[config.mk]
export PLATFORM = sky130hd
export DESIGN_NAME = cac_div_cell
export DESIGN_NICKNAME = d
export VERILOG_FILES = /design/src/hdl/cac_div_cell.sv
export SDC_FILE = /design/constraint.sdc
export NUM_CORES = 1
export LEC_CHECK = 0
export ABC_AREA = 1
export CORE_MARGIN = 3
export CORE_UTILIZATION = 64
export CTS_CLUSTER_DIAMETER = 50
export DETAILED_ROUTE_END_ITERATION = 16
export DONT_BUFFER_PORTS = 1
export PLACE_DENSITY = 0.89
export SLEW_MARGIN = 20
export SYNTH_ARGS = -nofsm -noshare
export SYNTH_HDL_FRONTEND = slang
export SYNTH_SLANG_ARGS = --single-unit
[constraint.sdc]
create_clock -name i_clk -period 2.1 [get_ports i_clk]
set_input_delay 0.21 -clock i_clk [delete_from_list [all_inputs] [get_ports i_clk]]
set_output_delay 0.21 -clock i_clk [all_outputs]
set_load 0.005 [all_outputs]
[src/hdl/cac_div_cell.sv]
// One restoring-division step: brings down the next dividend bit, subtracts
// the divisor when it fits and shifts one quotient bit in.
module cac_div_cell #(
    parameter int DEN_W = 32,
    parameter int Q_W   = 16
) (
    input  logic             i_clk,
    input  logic             i_en,
    input  logic [DEN_W-1:0] i_rem,
    input  logic [Q_W-1:0]   i_nlow,
    input  logic [Q_W-1:0]   i_q,
    input  logic [DEN_W-1:0] i_den,
    input  logic             i_neg,
    input  logic             i_ovf,
    output logic [DEN_W-1:0] o_rem,
    output logic [Q_W-1:0]   o_nlow,
    output logic [Q_W-1:0]   o_q,
    output logic [DEN_W-1:0] o_den,
    output logic             o_neg,
    output logic             o_ovf
);

    logic [DEN_W:0]   w_trial;
    logic             w_ge;
    logic [DEN_W-1:0] w_rem;

    always_comb begin
        w_trial = {i_rem, i_nlow[Q_W-1]};
        w_ge    = w_trial >= {1'b0, i_den};
        w_rem   = w_ge ? DEN_W'(w_trial - {1'b0, i_den}) : DEN_W'(w_trial);
    end

    always_ff @(posedge i_clk) begin
        if (i_en) begin
            o_rem  <= w_rem;
            o_nlow <= {i_nlow[Q_W-2:0], 1'b0};
            o_q    <= {i_q[Q_W-2:0], w_ge};
            o_den  <= i_den;
            o_neg  <= i_neg;
            o_ovf  <= i_ovf;
        end
    end

endmodule

# After elaboration in Yosys (flattened, before gate mapping)
# Index checks and enable logic that the tools add are counted.
totals:
  register_bits: 97
  inputBits: 100
  out_inout_bits: 98
  elab_cells: 9
classes:
  addsub: 1
  order_cmp: 1
  mux: 1
ops:
  columns: ["op", "n"]
  rows:
  - ["33-bit by 32-bit >= comparator with 1-bit output", 1]
  - ["32-bit two-way mux", 1]
  - ["32-bit subtractor", 1]

# Longest topological paths before layout
depth:
  depth_word: 2
  ltp_mapped: 16
  mapped_depth_nobuf: 14

# Least setup slack after synthesis
# Ideal clock, no wire load.
synth_timing:
  kind: "input to register"
  start: "input i_nlow[15]"
  end: "register o_rem[16], data pin"
  setup_ns: 0.252
  t_arrival_ns: 1.570
  required_time_ns: 1.848
  path_slack_ns: 0.277
  cell_stages: 13
  n_path_buf: 0
  path_cell_list: "inv_1 ha_1 fa_1 inv_1 nand3_1 nand3_1 nand2_1 nand3_1 nand3_1 nand2_1 nand2_1 nand3_2 nand2_1"
synth_via:
  elab_chain_len: 2
  word_cells_on_any_way: 3
  classes_between: "add/sub (1); order compare (1); mux (1)"
synth_lines:
  columns: ["element", "line_no", "text"]
  rows:
  - ["from (decl)", "10", "input logic [Q_W-1:0] i_nlow,"]
  - ["32-bit subtractor or 33-bit by 32-bit >= comparator with 1-bit output (tied branches)", "30, 29", null]
  - ["32-bit two-way mux (*)", "30", "w_rem = w_ge ? DEN_W'(w_trial - {1'b0, i_den}) : DEN_W'(w_trial);"]
  - ["named net w_rem[16]", "25", "logic [DEN_W-1:0] w_rem;"]
  - ["to (signal assigned)", "35", "o_rem <= w_rem;"]
  - ["to (decl)", "15", "output logic [DEN_W-1:0] o_rem,"]
# Mark *: on every way through the listed nets, which the timed path passes. The rest lies on a longest branch.
# A chain may end at the register's enable or synchronous reset.

# Final worst setup path
layout_timing:
  start: "input i_nlow[15]"
  end: "register o_rem[28], data pin"
# Same word-level chain as after synthesis.

==> key figures <==
GRT
  – Total GRT Usage: 0.342
  – Initial antenna violation count: 0
  – First-pass GRT wire length: 29.0 mm
  – Largest net degree at the start of global routing: 98
  – Total global routing overflow: 0
  – Vias in the first global route: 5415

Synthesis
  – Synth Flop Type: edfxtp_1
  – Synth unique cells: 31
  – Post-Syn Area per Cell: 8.15 um2
  – Yosys top cell area share: 0.476
  – Number of synthesized register bits: 97
  – Syn_nets: 884
  – Synthesized cell area: 6120 um2
  – Largest family of logic cells by synthesized area: simple AND/OR/NAND/NOR gates
  – Synth warnings: 0
  – Post-synthesis mux area share: 0
  – Cell count after synthesis: 751
  – Compound-gate portion of the synthesized area: 0.0200
  – Top cells by count, synth: nand2_1, inv_1, edfxtp_1, nand3_1, nor2_1
  – EDFF count, synth: 97
  – Most common cell in the netlist: nand2_1
  – Post-Synth Simple-Gate Area: 0.307
  – Sequential area share after synthesis: 0.476
  – Yosys top cell by area: edfxtp_1
  – Post-Synth XOR/XNOR Area: 0.0200
  – Async set-reset flop share out of synthesis: 0
  – Synth Area in Adders: 0.0687
  – Largest cells by area after synthesis: edfxtp_1, nand2_1, inv_1

Cells and area
  – Diode count: 0
  – Layout Nets: about 1000
  – Filler cells: 618
  – Area grow syn2layout: 18.9%
  – Reg area: 2910 um2
  – Final Util: 0.783
  – Layout cells sized above 1: 0.0853
  – Multi-input logic area: 2550 um2

Die
  – Die width: 104 um
  – IO Pins: 198
  – Die Ht: 104 um
  – Die area: roughly 11000 um2
  – Starting Density: 0.659
  – Core Region: roughly 9300 um2
  – Rows: 35

Timing
  – Final hold vios: 42
  – Fmax achieved: 526 MHz
  – Min cycle time layout: around 1.9 ns
  – Count of final setup violators: 0
  – Max Slew Vio Count: 0
  – Hold WS: -0.0488 ns
  – Final period util: 0.905
  – RSZ-0062 raised after global routing: no

Placed design
  – DP HPWL: about 12 mm
  – Port Buf Inserts: 0
  – Routability cong.: 0.902

Critical path
  – Worst stage delay on the critical path: 0.41 ns
  – Slowest CP cell: fa_1
  – Startpoint Class: input pin
  – Worst Path Required: 2.24 ns
  – Crit end category: register
  – WP data arrival: roughly 2.0 ns
  – CP max FO: 3
  – WS Path Type: in -> reg
  – Worst-path cell chain: inv_1, ha_1, fa_1, inv_1, nand3_1, nand3_1, nand3_1, nand2_1, nand2_1, nand2_1, nand2_1, nand3_2, nand2_1
  – Worst path most repeated cell: nand2_1

CTS
  – Maximum clock insertion buffer count: 2
  – Post-CTS Hold Fix Bufs: between 60 and 70
  – Num CTS Buffers: 9
  – Clock slew at reported path FFs: 0.11 ns
  – CTS H-tree depth: 3
  – CTS root buf: clkbuf_8
  – CTS tree: done
  – Post-cts repair resize count: 0
  – Post CTS Setup Buffer Count: 0
  – Sink Count: 97

Routing
  – Number of detailed-route iterations in the first pass: 5
  – Wire per inst: between 15 and 20 um
  – Routed vias: roughly 5500
  – Number of DRC markers in iteration 0: 484
  – Final wirelength: 18.6 mm
  – Antenna viol nets, final: 0
  – Via density: approximately 5.6
  – Residual DRC: 0

Power
  – Int Power: 3300 uW
  – Clock share of power: 0.252
  – PwrDens: roughly 670 nW/um2
  – Sequential power share: 0.513
  – P_sw: 1590 uW
  – Leakage power: 0.00361 uW
  – VDD IR max: approximately 0.48 mV
  – Comb power frac: 0.235
  – Switching part of the total: 0.325

Outcome
  – Failing checks: negative hold slack
  – Status: complete, but fails checks

Hold path
  – HP Class: in -> reg
  – Hold path cells: 0

Job
  – MaxCap Viol Count: 0
-- power groups by stage --
stage          clock, uW  sequential, uW  combinational, uW
6_report            1230            2500               1150
5_1_grt             1320            2520               1270
4_1_cts             1190            2500               1090
3_5_place_dp           0            2540                988
3_3_place_gp           0            2540                965
2_1_floorplan          0            2500                716
-- stage by stage --
step | total power, uW | TNS (ns) | cells | area (um2) | setup slack [ns]
2_1_floorplan | 3210 | 0 | 751 | 6120 | 0.277
3_3_place_gp | 3500 | -0.0294 | 893 | 6450 | -0.0294
3_5_place_dp | 3530 | -0.0617 | 893 | 6450 | -0.0552
4_1_cts | 4770 | 0 | 973 | 7270 | 0.336
5_1_grt | 5100 | 0 | 973 | 7270 | 0.158
6_report | 4880 | 0 | 973 | 7270 | 0.200
-- layer usage --
| layer | track usage | routed length [um] | up-vias |
|---|---|---|---|
| met5 | 0 | 0 | - |
| met4 | 0.126 | 580 | 0 |
| met3 | 0.0866 | 2060 | 52 |
| met2 | 0.577 | 8930 | 372 |
| met1 | 0.428 | 7030 | 2509 |
| li1 | - | - | 2525 |
-- kinds of logic (layout without fill, tap and decap cells) --
kind of cell | Yosys count | in the layout
compound gates | 24 | 24
xor+xnor | 14 | 14
fa+ha+maj | 33 | 33
buf+inv | 163 | 256
flops | 97 | 97
other cells | 1 | 1
simple gates | 419 | 419
-- cell type report --
| cell class | instances | share of cell area |
|---|---|---|
| Tap cell | 129 | 0.0222 |
| Inverter | 152 | 0.0785 |
| Timing Repair Buffer | 88 | 0.123 |
| Clock buffer | 9 | 0.0170 |
| Clock inverter | 7 | 0.00843 |
| Sequential cell | 97 | 0.401 |
| Multi-Input combinational cell | 491 | 0.350 |
-- cell usage in the layout, fill, tap and decap left out, types with 2 or more instances in the layout --
| cell type | synthesis | routed |
|---|---|---|
| nand2_1 | 276 | 276 |
| nor2_2 | 5 | 5 |
| nand3_2 | 16 | 16 |
| clkinv_4 | 0 | 3 |
| nor3_1 | 6 | 6 |
| nand4_1 | 2 | 2 |
| a21oi_1 | 21 | 21 |
| nand3_1 | 52 | 52 |
| xor2_1 | 13 | 13 |
| buf_4 | 1 | 18 |
| inv_8 | 0 | 2 |
| clkbuf_8 | 0 | 9 |
| nand2_2 | 4 | 4 |
| nor3_2 | 2 | 2 |
| nor2_1 | 34 | 34 |
| edfxtp_1 | 97 | 97 |
| dlygate4sd3_1 | 0 | 64 |
| ha_1 | 32 | 32 |
| inv_2 | 3 | 3 |
| o21ai_0 | 2 | 2 |
| and2_1 | 8 | 8 |
| nand3b_1 | 10 | 10 |
| buf_12 | 1 | 6 |
| inv_1 | 149 | 149 |
-- worst max-delay path, delay by kind of cell --
| family | cells | cell delay (ns) |
|---|---|---|
| simple gates | 9 | 1.04 |
| fa+ha+maj | 2 | 0.63 |
| buf+inv | 2 | 0.15 |
-- state kept, by name, summed over array words and instances (netlist names) --
signal,flops
o_den,32
o_rem,32
o_q,16
o_nlow,15
o_neg,1
o_ovf,1
-- final timing paths --
path	start	to
worst min-delay path	i_en	o_q[8]$_DFFE_PP_
worst max-delay path	i_nlow[15]	o_rem[28]$_DFFE_PP_
(Power assumes the default switching activity.)
